`src/rtl/core/ppd_pkg.sv`:
```
`timescale 1ns / 1ps

package ppd_pkg;

    localparam int FRAME_WIDTH   = 320;
    localparam int FRAME_HEIGHT  = 240;
    localparam int PALETTE_DEPTH = 256;

    localparam int CODE_W   = 8;
    localparam int COLOR_W  = 16;
    localparam int DIM_W    = 10;
    localparam int FROW_W   = DIM_W + 1;
    localparam int BASE_W   = 21;
    localparam int OFFSET_W = 17;
    localparam int CFG_IDX_W = 2;

    typedef enum logic [1:0] {
        OP_PAL_WRITE = 2'd0,
        OP_PIXEL     = 2'd1,
        OP_SOF       = 2'd2,
        OP_UNUSED    = 2'd3
    } t_opcode;

    typedef enum logic [CFG_IDX_W-1:0] {
        CFG_SRC_WIDTH    = 2'd0,
        CFG_SRC_HEIGHT   = 2'd1,
        CFG_FRAME_ENABLE = 2'd2,
        CFG_NONE         = 2'd3
    } t_cfg_index;

    // palette memory access for one accepted word
    typedef struct packed {
        logic               we;
        logic [CODE_W-1:0]  waddr;
        logic [COLOR_W-1:0] wdata;
        logic               re;
        logic [CODE_W-1:0]  raddr;
    } t_pal_req;

    // placement of one pixel's framebuffer writes
    typedef struct packed {
        logic [FROW_W-1:0] frow;
        logic [DIM_W-1:0]  colbase;
        logic              hdbl;
        logic [2:0]        nwr;
        logic              zero_color;
    } t_job;

endpackage

```
`src/rtl/core/ppd_palette_ram.sv`:
```
`timescale 1ns / 1ps

module ppd_palette_ram (
    input  logic                 i_clk,
    input  ppd_pkg::t_pal_req    i_req,
    output logic [15:0]          o_rdata
);
    import ppd_pkg::*;

    logic [COLOR_W-1:0] r_mem [0:PALETTE_DEPTH-1];
    logic [COLOR_W-1:0] r_rdata;

    always_ff @(posedge i_clk) begin
        if (i_req.we) begin
            r_mem[i_req.waddr] <= i_req.wdata;
        end
        if (i_req.re) begin
            r_rdata <= r_mem[i_req.raddr];
        end
    end

    assign o_rdata = r_rdata;

endmodule

```
`src/rtl/core/ppd_sequencer.sv`:
```
`timescale 1ns / 1ps

module ppd_sequencer (
    input  logic              i_clk,
    input  logic              i_rst_n,
    input  logic              i_accept,
    input  logic [1:0]        i_opcode,
    input  logic [7:0]        i_entry_index,
    input  logic [15:0]       i_entry_color,
    input  logic [7:0]        i_pixel_code,
    input  logic              i_cfg_we,
    input  logic [1:0]        i_cfg_index,
    input  logic [9:0]        i_cfg_data,
    output ppd_pkg::t_pal_req o_pal_req,
    output logic              o_job_valid,
    output ppd_pkg::t_job     o_job
);
    import ppd_pkg::*;

    logic [DIM_W-1:0] r_src_width, r_src_height;
    logic             r_frame_enable;
    logic [DIM_W-1:0] r_col, r_row, n_col, n_row;

    logic              is_pixel, in_height, col_ok, vdbl, hdbl, fits;
    logic [FROW_W-1:0] frow;
    logic [FROW_W:0]   frow_next;
    logic [1:0]        nrows;
    logic [2:0]        nwr;
    logic [DIM_W-1:0]  c0, colbase, col_inc;

    always_ff @(posedge i_clk) begin
        if (!i_rst_n) begin
            r_src_width    <= 10'd256;
            r_src_height   <= 10'd240;
            r_frame_enable <= 1'b1;
        end else if (i_cfg_we) begin
            unique case (t_cfg_index'(i_cfg_index))
                CFG_SRC_WIDTH:    r_src_width    <= i_cfg_data;
                CFG_SRC_HEIGHT:   r_src_height   <= i_cfg_data;
                CFG_FRAME_ENABLE: r_frame_enable <= i_cfg_data[0];
                default: ;
            endcase
        end
    end

    always_comb begin
        is_pixel  = (t_opcode'(i_opcode) == OP_PIXEL);
        in_height = (r_row < r_src_height);
        col_ok    = (r_col < r_src_width);
        vdbl      = ({1'b0, r_src_height, 1'b0} <= 12'(FRAME_HEIGHT));
        hdbl      = ({1'b0, r_src_width, 1'b0} <= 12'(FRAME_WIDTH));
        fits      = ({1'b0, r_src_width} <= 11'(FRAME_WIDTH));
        frow      = vdbl ? {r_row, 1'b0} : {1'b0, r_row};
        frow_next = {1'b0, frow} + 12'd1;
        // drop rows past the bottom of the frame
        nrows     = 2'd0;
        if (frow < FROW_W'(FRAME_HEIGHT)) begin
            nrows = (vdbl && frow_next < 12'(FRAME_HEIGHT)) ? 2'd2 : 2'd1;
        end
        nwr       = hdbl ? {nrows, 1'b0} : {1'b0, nrows};
        c0        = DIM_W'((11'(FRAME_WIDTH) - {1'b0, r_src_width}) >> 1);
        colbase   = hdbl ? {r_col[DIM_W-2:0], 1'b0} : c0 + r_col;
        col_inc   = r_col + 10'd1;

        n_col = r_col;
        n_row = r_row;
        if (i_accept) begin
            if (t_opcode'(i_opcode) == OP_SOF) begin
                n_col = '0;
                n_row = '0;
            end else if (is_pixel && in_height) begin
                if (!col_ok || col_inc >= r_src_width) begin
                    n_col = '0;
                    n_row = r_row + 10'd1;
                end else begin
                    n_col = col_inc;
                end
            end
        end

        o_job_valid = i_accept && is_pixel && in_height && col_ok && r_frame_enable
                      && (hdbl || fits) && (nrows != 2'd0);
        o_job.frow       = frow;
        o_job.colbase    = colbase;
        o_job.hdbl       = hdbl;
        o_job.nwr        = nwr;
        o_job.zero_color = ({1'b0, i_pixel_code} >= 9'(PALETTE_DEPTH));

        o_pal_req.we    = i_accept && (t_opcode'(i_opcode) == OP_PAL_WRITE)
                          && ({1'b0, i_entry_index} < 9'(PALETTE_DEPTH));
        o_pal_req.waddr = i_entry_index;
        o_pal_req.wdata = i_entry_color;
        o_pal_req.re    = o_job_valid;
        o_pal_req.raddr = i_pixel_code;
    end

    always_ff @(posedge i_clk) begin
        if (!i_rst_n) begin
            r_col <= '0;
            r_row <= '0;
        end else begin
            r_col <= n_col;
            r_row <= n_row;
        end
    end

endmodule

```
`src/rtl/core/ppd_emitter.sv`:
```
`timescale 1ns / 1ps

module ppd_emitter (
    input  logic          i_clk,
    input  logic          i_rst_n,
    input  logic          i_job_valid,
    input  ppd_pkg::t_job i_job,
    input  logic [15:0]   i_rdata,
    input  logic          i_stall,
    output logic          o_ready,
    output logic          o_valid,
    output logic [16:0]   o_fb_offset,
    output logic [15:0]   o_pixel_color,
    output logic          o_last
);
    import ppd_pkg::*;

    logic               r_s1_valid;
    t_job               r_s1_job;
    logic               r_e_valid;
    logic [BASE_W-1:0]  r_e_base;
    logic [COLOR_W-1:0] r_e_color;
    logic               r_e_hdbl;
    logic [2:0]         r_e_n;
    logic [1:0]         r_e_k;

    logic              e_last, e_done, e_free, s1_move, dx, dy;
    logic [BASE_W-1:0] s1_base, offset;

    always_comb begin
        e_last  = ({1'b0, r_e_k} == r_e_n - 3'd1);
        e_done  = r_e_valid && !i_stall && e_last;
        e_free  = !r_e_valid || e_done;
        s1_move = r_s1_valid && e_free;
        o_ready = !r_s1_valid || s1_move;
        s1_base = BASE_W'(r_s1_job.frow) * BASE_W'(FRAME_WIDTH)
                  + BASE_W'(r_s1_job.colbase);
        // doubling walks (r,x) (r,x+1) (r+1,x) (r+1,x+1); centred walks rows only
        dx      = r_e_hdbl ? r_e_k[0] : 1'b0;
        dy      = r_e_hdbl ? r_e_k[1] : r_e_k[0];
        offset  = r_e_base + (dy ? BASE_W'(FRAME_WIDTH) : '0) + BASE_W'(dx);
    end

    always_ff @(posedge i_clk) begin
        if (!i_rst_n) begin
            r_s1_valid <= 1'b0;
            r_e_valid  <= 1'b0;
            r_e_k      <= '0;
        end else begin
            if (i_job_valid) begin
                r_s1_valid <= 1'b1;
            end else if (s1_move) begin
                r_s1_valid <= 1'b0;
            end
            if (s1_move) begin
                r_e_valid <= 1'b1;
                r_e_k     <= '0;
            end else if (e_done) begin
                r_e_valid <= 1'b0;
            end else if (r_e_valid && !i_stall) begin
                r_e_k <= r_e_k + 2'd1;
            end
        end
    end

    always_ff @(posedge i_clk) begin
        if (i_job_valid) begin
            r_s1_job <= i_job;
        end
        if (s1_move) begin
            r_e_base  <= s1_base;
            r_e_color <= r_s1_job.zero_color ? '0 : i_rdata;
            r_e_hdbl  <= r_s1_job.hdbl;
            r_e_n     <= r_s1_job.nwr;
        end
    end

    assign o_valid       = r_e_valid;
    assign o_fb_offset   = offset[OFFSET_W-1:0];
    assign o_pixel_color = r_e_color;
    assign o_last        = e_last;

endmodule

```
`src/rtl/core/palette_pixel_doubler_core.sv`:
```
`timescale 1ns / 1ps

// Palette lookup with 2x pixel scaling into a 320x240 RGB565 framebuffer. Input words
// carry palette writes, 8-bit source pixel codes in row order, or a start of frame that
// clears the row and column counters. Each pixel becomes up to four framebuffer writes,
// one per cycle while the output is not stalled: doubled horizontally at the left edge
// when twice the source width fits, centred when only the width fits, and repeated on
// the next frame row when twice the source height fits. Input words are taken while a
// pixel's writes go out, until one more pixel waits behind it. The palette sits in a
// 256-entry memory with a registered read that is held until the pixel moves on, so a
// palette write is seen by the very next pixel. The configuration port is always ready;
// write it only while no pixel is in flight.
module palette_pixel_doubler_core (
    input  logic        i_clk,
    input  logic        i_rst_n,
    input  logic        i_valid,
    output logic        o_stall,
    input  logic [1:0]  i_opcode,
    input  logic [7:0]  i_entry_index,
    input  logic [15:0] i_entry_color,
    input  logic [7:0]  i_pixel_code,
    input  logic        i_cfg_valid,
    output logic        o_cfg_ready,
    input  logic [1:0]  i_cfg_index,
    input  logic [9:0]  i_cfg_data,
    output logic        o_valid,
    input  logic        i_stall,
    output logic [16:0] o_fb_offset,
    output logic [15:0] o_pixel_color,
    output logic        o_last
);
    import ppd_pkg::*;

    logic               ready, accept, job_valid;
    t_pal_req           pal_req;
    t_job               job;
    logic [COLOR_W-1:0] rdata;

    assign o_stall     = !ready;
    assign accept      = i_valid && ready;
    assign o_cfg_ready = 1'b1;

    ppd_sequencer u_seq (
        .i_clk         (i_clk),
        .i_rst_n       (i_rst_n),
        .i_accept      (accept),
        .i_opcode      (i_opcode),
        .i_entry_index (i_entry_index),
        .i_entry_color (i_entry_color),
        .i_pixel_code  (i_pixel_code),
        .i_cfg_we      (i_cfg_valid),
        .i_cfg_index   (i_cfg_index),
        .i_cfg_data    (i_cfg_data),
        .o_pal_req     (pal_req),
        .o_job_valid   (job_valid),
        .o_job         (job)
    );

    ppd_palette_ram u_ram (
        .i_clk   (i_clk),
        .i_req   (pal_req),
        .o_rdata (rdata)
    );

    ppd_emitter u_emit (
        .i_clk         (i_clk),
        .i_rst_n       (i_rst_n),
        .i_job_valid   (job_valid),
        .i_job         (job),
        .i_rdata       (rdata),
        .i_stall       (i_stall),
        .o_ready       (ready),
        .o_valid       (o_valid),
        .o_fb_offset   (o_fb_offset),
        .o_pixel_color (o_pixel_color),
        .o_last        (o_last)
    );

endmodule
```
`config.mk`:
```
export PLATFORM = sky130hd
export DESIGN_NAME = palette_pixel_doubler_core
export DESIGN_NICKNAME = d
export VERILOG_FILES = /design/src/rtl/core/ppd_pkg.sv /design/src/rtl/core/ppd_palette_ram.sv /design/src/rtl/core/ppd_sequencer.sv /design/src/rtl/core/ppd_emitter.sv /design/src/rtl/core/palette_pixel_doubler_core.sv
export SDC_FILE = /design/constraint.sdc
export NUM_CORES = 2
export LEC_CHECK = 0
export BUFFER_PORTS_ARGS = -buffer_cell sky130_fd_sc_hd__buf_2
export CORE_MARGIN = 2
export CORE_UTILIZATION = 45
export CTS_CLUSTER_SIZE = 25
export DETAILED_ROUTE_END_ITERATION = 10
export GPL_TIMING_DRIVEN = 0
export SYNTH_ARGS = -nofsm -noshare
export SYNTH_HDL_FRONTEND = slang
export SYNTH_SLANG_ARGS = --single-unit
```
`constraint.sdc`:
```
create_clock -name i_clk -period 6 [get_ports i_clk]
set_input_delay 0.9 -clock i_clk [delete_from_list [all_inputs] [get_ports i_clk]]
set_output_delay 0.9 -clock i_clk [all_outputs]
set_load 0.005 [all_outputs]
```
=== After elaboration in Yosys (flattened, before gate mapping) ===
Memory sizes are Yosys's and may differ from the RTL's. A register that Yosys moved wholly into a read port is not among the register bits.
Index checks and enable logic that the tools add are counted.

* Flip-flop bits (word level): 107
* Bits in latches: 0
* Output and inout port bits: 37
* Bits in writable memories: 4096
* Bits of input ports: 51
* Logic and storage cells: 102
* Memory bits (read-only): 0
* Memories: 1

{| class="wikitable"
|+ Memory list
! memory !! words !! width !! rd ports !! clocked after Yosys merged registers in !! wr ports !! RTL line !! RTL
|-
| u_ram.r_mem || 256 || 16 || 1 || 1 || 1 || ppd_palette_ram.sv:10 || <nowiki>logic [COLOR_W-1:0] r_mem [0:PALETTE_DEPTH-1];</nowiki>
|}

* Equal/unequal tests: 5
* Bitwise logic cells: 2
* $mul: 1
* Muxes and demuxes: 20
* Divide/modulo/power cells: 0
* Add/subtract/negate cells: 10
* Reduce and logical (&&, ||, !) cells: 36
* $lt $le $gt $ge: 8
* Shift-type cells: 0

{| class="wikitable"
|+ Operators with widths
! kind !! count
|-
| 10-bit 2-to-1 mux || 7
|-
| 10-bit by 1-bit adder with 10-bit output (second input constant) || 2
|-
| 10-bit < comparator || 2
|-
| 17-bit by 1-bit adder with 17-bit output || 1
|-
| 17-bit by 10-bit adder with 17-bit output || 1
|-
| 17-bit by 9-bit adder with 17-bit output || 1
|-
| 1-bit logical AND || 13
|-
| 11-bit by 1-bit adder with 12-bit output (second input constant) || 1
|-
| 12-bit by 8-bit < comparator with 1-bit output (second input constant) || 1
|-
| 11-bit by 8-bit <= comparator with 1-bit output (second input constant) || 1
|-
| 11-bit by 9-bit <= comparator with 1-bit output (second input constant) || 1
|-
| 11-bit by 8-bit < comparator with 1-bit output (second input constant) || 1
|-
| 11-bit by 3-bit multiplier with 11-bit output (second input constant) || 1
|-
| 11-bit 2-to-1 mux || 1
|-
| 9-bit by 10-bit subtractor with 11-bit output (first input constant) || 1
|-
| 10-bit adder || 1
|-
| 10-bit greater-or-equal comparator || 1
|-
| 10-bit by 9-bit <= comparator with 1-bit output (second input constant) || 1
|-
| 2-bit AND reduction || 5
|-
| 2-bit nonzero test || 5
|-
| 9-bit 2-to-1 mux || 1
|-
| 1-bit 2-to-1 mux || 8
|-
| 2-bit 2-to-1 mux || 3
|-
| 1-bit zero test || 5
|-
| 10 further kinds || 17
|}

=== Depth between registers and ports, before layout ===
* Depth after elaboration: 14
* Depth in mapped cells: 14
* Mapped depth without buffers: 13

=== By module ===
From an unflattened synthesis, not the netlist that was laid out.

* Cell total of the unflattened synthesis: 8052
* Area, all modules: 165832.8 um^2

{| class="wikitable"
|+ Modules (own cells, without submodules)
! module !! instances !! area each (um^2) !! cells each !! sequential area each (um^2)
|-
| ppd_palette_ram || 1 || 158874.9 || 7360 || 123478.4
|-
| ppd_sequencer || 1 || 3718.6 || 465 || 820.8
|-
| ppd_emitter || 1 || 3218.1 || 223 || 1971.9
|-
| palette_pixel_doubler_core || 1 || 21.3 || 4 || 0.0
|}

=== Worst setup path after synthesis ===
No wires, ideal clock.

* Path type: input to register
* Start: input port i_stall
* End: register u_emit.r_s1_job[10] (netlist name) (enable)
* Path buffers: 1
* Data required time: 5.507 ns
* Slack: 0.758 ns
* Library setup time: 0.493 ns
* Arrival time: 4.749 ns
* Stages: 6
* Cells stage by stage: o41ai_2 -> o21ai_2 -> clkbuf_1 -> a21oi_1 -> nand2_1 -> nor3_1

* Cells in the longest elaborated chain, start to end: 13

{| class="wikitable"
|+ RTL lines
! item !! RTL line !! RTL
|-
| start, declared || palette_pixel_doubler_core.sv:27 || <nowiki>input logic i_stall,</nowiki>
|-
| 1-bit zero test || ppd_emitter.sv:32 || <nowiki>e_done = r_e_valid && !i_stall && e_last;</nowiki>
|-
| 1-bit logical AND (2 in a row) || ppd_emitter.sv:32 ||
|-
| 1-bit logical OR || ppd_emitter.sv:33 || <nowiki>e_free = !r_e_valid || e_done;</nowiki>
|-
| 1-bit logical AND || ppd_emitter.sv:34 || <nowiki>s1_move = r_s1_valid && e_free;</nowiki>
|-
| 1-bit logical OR || ppd_emitter.sv:35 || <nowiki>o_ready = !r_s1_valid || s1_move;</nowiki>
|-
| 1-bit logical AND || palette_pixel_doubler_core.sv:40 || <nowiki>assign accept = i_valid && ready;</nowiki>
|-
| 1-bit logical AND (4 in a row) || ppd_sequencer.sv:81 || <nowiki>o_job_valid = i_accept && is_pixel && in_height && col_ok && r_frame_enable</nowiki>
|-
| 1-bit logical AND (2 in a row) || ppd_sequencer.sv:82 || <nowiki>&& (hdbl || fits) && (nrows != 2'd0);</nowiki>
|-
| net job_valid || palette_pixel_doubler_core.sv:34 || <nowiki>logic ready, accept, job_valid;</nowiki>
|-
| end signal, assigned || ppd_emitter.sv:68 || <nowiki>r_s1_job <= i_job;</nowiki>
|-
| end, declared || ppd_emitter.sv:19 || <nowiki>t_job r_s1_job;</nowiki>
|}

The timed path passes the listed nets, and every way through them passes these cells.
A chain may end at the register's enable or synchronous reset.

==> qor.txt <==
outcome - finished with violations
failing checks - max-capacitance violations, max-slew violations, negative setup slack
Post-CTS Resized - 0
shortest period the worst path allows - 6332 ps
Fill cells - 27730
Reg2Reg Depth - 11
DR vias/cell - 6.304
sw power - 13.66 mW
CTS tree - yes
Worst Hold Class - in -> reg
vias in the first global route - 84330
std cell rows - 220
final wirelength - 500400 um
Synth Flop Type - edfxtp_1
Starting Density - 45.22%
I/O pins - 88
Worst Setup Path Type - in -> reg
Clock Tree Root - clkbuf_16
Sw Share - 22.01%
largest net degree at the start of global routing - 161
cell internal pwr - 48.38 mW
sequential area share after synthesis - 77.72%
Worst Hold End - u_ram.r_mem[99][12]
RSZ-0062 raised after global routing - no
critical path's slowest cell - clkdlybuf4s15_1
Yosys cell types - 63
worst path buffer plus inverter count - 4
Slew Limit Fails - 33
Top delay family on crit path - buffers and inverters
Clk Latency, worst-skew pair - 1020 ps
Max Cap Viol - 3
final hold violations - 0
die width - 604.8 um
chip height - 604.8 um
r2r setup slk - 790 ps
number of buffers added on ports - 82
Worst Setup Slack, final - -332.2 ps
Crit path largest cell delay - 1010 ps
syn_nets - 7971
crit share post-route - 105.5%
share of layout cells above drive strength 1 - 24.01%
Synth Cell Area - 162400 um^2
commonest non-fill, non-tap cell in the layout - edfxtp_1
GRT overflow - 0
total CTS buffers - 428
Layout Cells excl Fill - 13800
Clk pin slew, worst setup/hold paths - 60 ps
H-tree levels - 5
combinational group share of total power - 5.3%
initial antenna violation count - 46
Required @ worst endpoint - 6690 ps
DRC errors left - 0
number of instances in the placed design - 12990
ys async rst share - 0%
Flop pwr share - 52.3%
Startpoint Class - input pin
Syn-to-layout area delta - 16.06%
first-pass GRT wire length - 682300 um
Slew @ Worst Pin - 1555 ps
Pleak - 59.92 nW
clock sinks - 4219
Initial DRC Count - 13810
total number of vias - 87000
Nets - 8768
WP data arrival - 7020 ps
All-Layer GR Usage - 27.06%
Yosys warning count - 0
Clock Skews - 68.79 ps
GP Congestion - 1.090
clock share of power - 42.4%
antenna-violating nets left - 0
Post-CTS Setup Inserts - 0
final core occ - 52.48%
DRT Pass-1 Iters - 8
syn_area_per_cell - 20.69 um^2
routed len/inst - 36.26 um
DIE AREA - 365800 um^2
Setup crit end kind - flop
terminus of the critical flop-to-flop path - u_ram.r_mem[210][9]
total core area - 359200 um^2
final setup violation count - 7
number of enable flip-flop cells after synthesis - 4174
R2R Path Start - u_emit.r_e_n[0]
deepest clock path buffer count - 4
Max FO, Critical Path - 10
fmax - 157.9 MHz
Post-CTS Hold Fix Bufs - 0
hold path depth - 1
worst hold path startpoint - i_entry_color[12]
worst rel slew slack - -3.668%
CP cell instances - clkbuf_1 > clkdlybuf4s15_1 > clkdlybuf4s15_1 > clkbuf_1 > mux4_2 > a221oi_1 > o22ai_1 > nor3_1 > nor3_1
dpl ws - -888.5 ps
worst vdd ir - 272.9 uV
most frequent cells in the layout - edfxtp_1 (4174), mux4_2 (768), mux2i_1 (533)
synthesized instance count - 7852
PD cells - 329.1 nW/um^2
flops & latches, synth - 4219
HPWL after DPL - 338200 um
[area by class of cell]
type | instances | area, um^2 | share of cell area, %
flip-flops and latches | 4219 | 126200 | 66.97
multi-input cells | 3145 | 34850 | 18.49
clock buffers | 536 | 11280 | 5.983
well taps | 4773 | 5972 | 3.168
repair buffers | 367 | 5668 | 3.007
clock inverters | 248 | 2399 | 1.272
plain buffers | 447 | 1889 | 1.002
inverters | 41 | 153.9 | 0.08164
diodes | 24 | 60.06 | 0.03186
[power by group through the flow]
| stage | Combinational (mW) | Clock (mW) | Sequential [mW] |
|---|---|---|---|
| after floorplan | 1.46 | 0 | 33.1 |
| after global placement | 3.06 | 0 | 33.2 |
| after detailed placement | 3.21 | 0 | 33.1 |
| after CTS | 3.21 | 26.5 | 32.5 |
| after global routing | 3.36 | 27.6 | 32.4 |
| final | 3.27 | 26.3 | 32.5 |
[worst reg2reg max path, cell delays in order (launching register included)]
cell and delay, ps:
edfxtp_1 400, inv_1 70, ha_1 240, xnor2_1 160, o41ai_2 380, o21ai_2 250
nor3_1 720, and3_1 510, nand2_1 580, clkbuf_1 670, nor2_2 710, buf_16 240
[how the worst max path moves through the flow]
stage / startpoint / to / cells after the start
2_1_floorplan: i_stall / u_emit.r_s1_job[10] / 6
3_3_place_gp: i_stall / u_ram.o_rdata[3] / 7
6_report: i_pixel_code[1] / u_ram.o_rdata[0] / 9
4_1_cts: i_pixel_code[2] / u_ram.o_rdata[12] / 10
3_5_place_dp: i_pixel_code[2] / u_ram.o_rdata[12] / 10
5_1_grt: i_pixel_code[1] / u_ram.o_rdata[9] / 9
[flip-flops by register name, summed over array words and instances, names as in the netlist]
register	flops
u_emit.r_s1_job	25
u_emit.r_e_n	3
u_emit.r_s1_valid	1
u_seq.r_src_width	10
u_seq.r_src_height	10
u_ram.o_rdata	16
u_ram.r_mem	4096
u_emit.o_pixel_color	16
u_seq.r_col	10
u_emit.o_valid	1
u_emit.r_e_hdbl	1
u_seq.r_row	10
u_seq.r_frame_enable	1
u_emit.r_e_base	17
u_emit.r_e_k	2
[per-layer routing]
metal	global-route usage (%)	wire [um]	share of wire (%)
met2	40.94	226700	45
met5	0	93	0.019
met1	37.35	191000	38
met4	12.71	27970	5.6
met3	6.327	54600	11
[stage by stage]
| stage | TNS, ps | total power, mW | cell area [um^2] | hold WS [ps] |
|---|---|---|---|---|
| 2_1_floorplan | 0 | 34.52 | 162400 | 400.3 |
| 3_3_place_gp | -135630 | 36.26 | 168800 | 409.1 |
| 3_5_place_dp | -11800 | 36.28 | 174700 | 408.0 |
| 4_1_cts | 0 | 62.20 | 188400 | 132.4 |
| 5_1_grt | 0 | 63.45 | 188500 | 171.7 |
| 6_report | -893.2 | 62.04 | 188500 | 196.9 |
[cells in the mapped netlist (6+ instances only)]
cell / count / area share, %
a31oi_1: 6 / 0.023
xnor2_1: 38 / 0.20
a21o_1: 7 / 0.032
dfxtp_1: 45 / 0.55
inv_1: 41 / 0.095
nand3_1: 32 / 0.099
nor2b_1: 52 / 0.20
nand2_1: 93 / 0.21
xor2_1: 20 / 0.11
mux2_2: 10 / 0.069
o22ai_1: 289 / 1.1
o31ai_1: 9 / 0.042
mux2i_1: 533 / 3.3
a221oi_1: 48 / 0.26
a21boi_0: 15 / 0.069
edfxtp_1: 4174 / 77
o21ai_0: 44 / 0.14
a22oi_1: 192 / 0.89
buf_1: 61 / 0.14
or4_1: 8 / 0.037
nor3_1: 126 / 0.39
ha_1: 65 / 0.50
nand4_1: 32 / 0.12
and3_1: 8 / 0.031
a311oi_1: 15 / 0.081
o211ai_1: 9 / 0.042
a22o_1: 113 / 0.61
nand2b_1: 8 / 0.031
nor2_1: 306 / 0.71
a21oi_1: 168 / 0.52
buf_2: 120 / 0.37
mux4_2: 768 / 11
clkbuf_1: 262 / 0.61
nor4_1: 69 / 0.27
and2_1: 7 / 0.027
or3_1: 10 / 0.039
[cell families after synthesis]
| group | after synthesis | synth area share (%) |
|---|---|---|
| buffers and inverters | 488 | 1.229 |
| multiplexers | 1311 | 14.00 |
| adder cells (fa/ha/maj) | 68 | 0.5377 |
| flip-flops | 4219 | 77.72 |
| AND/OR/NAND/NOR | 771 | 2.270 |
| XOR/XNOR | 58 | 0.3128 |
| AO/OA/AOI/OAI | 936 | 3.920 |
| other | 1 | 0.002309 |
Power figures use the tool's default switching activity.
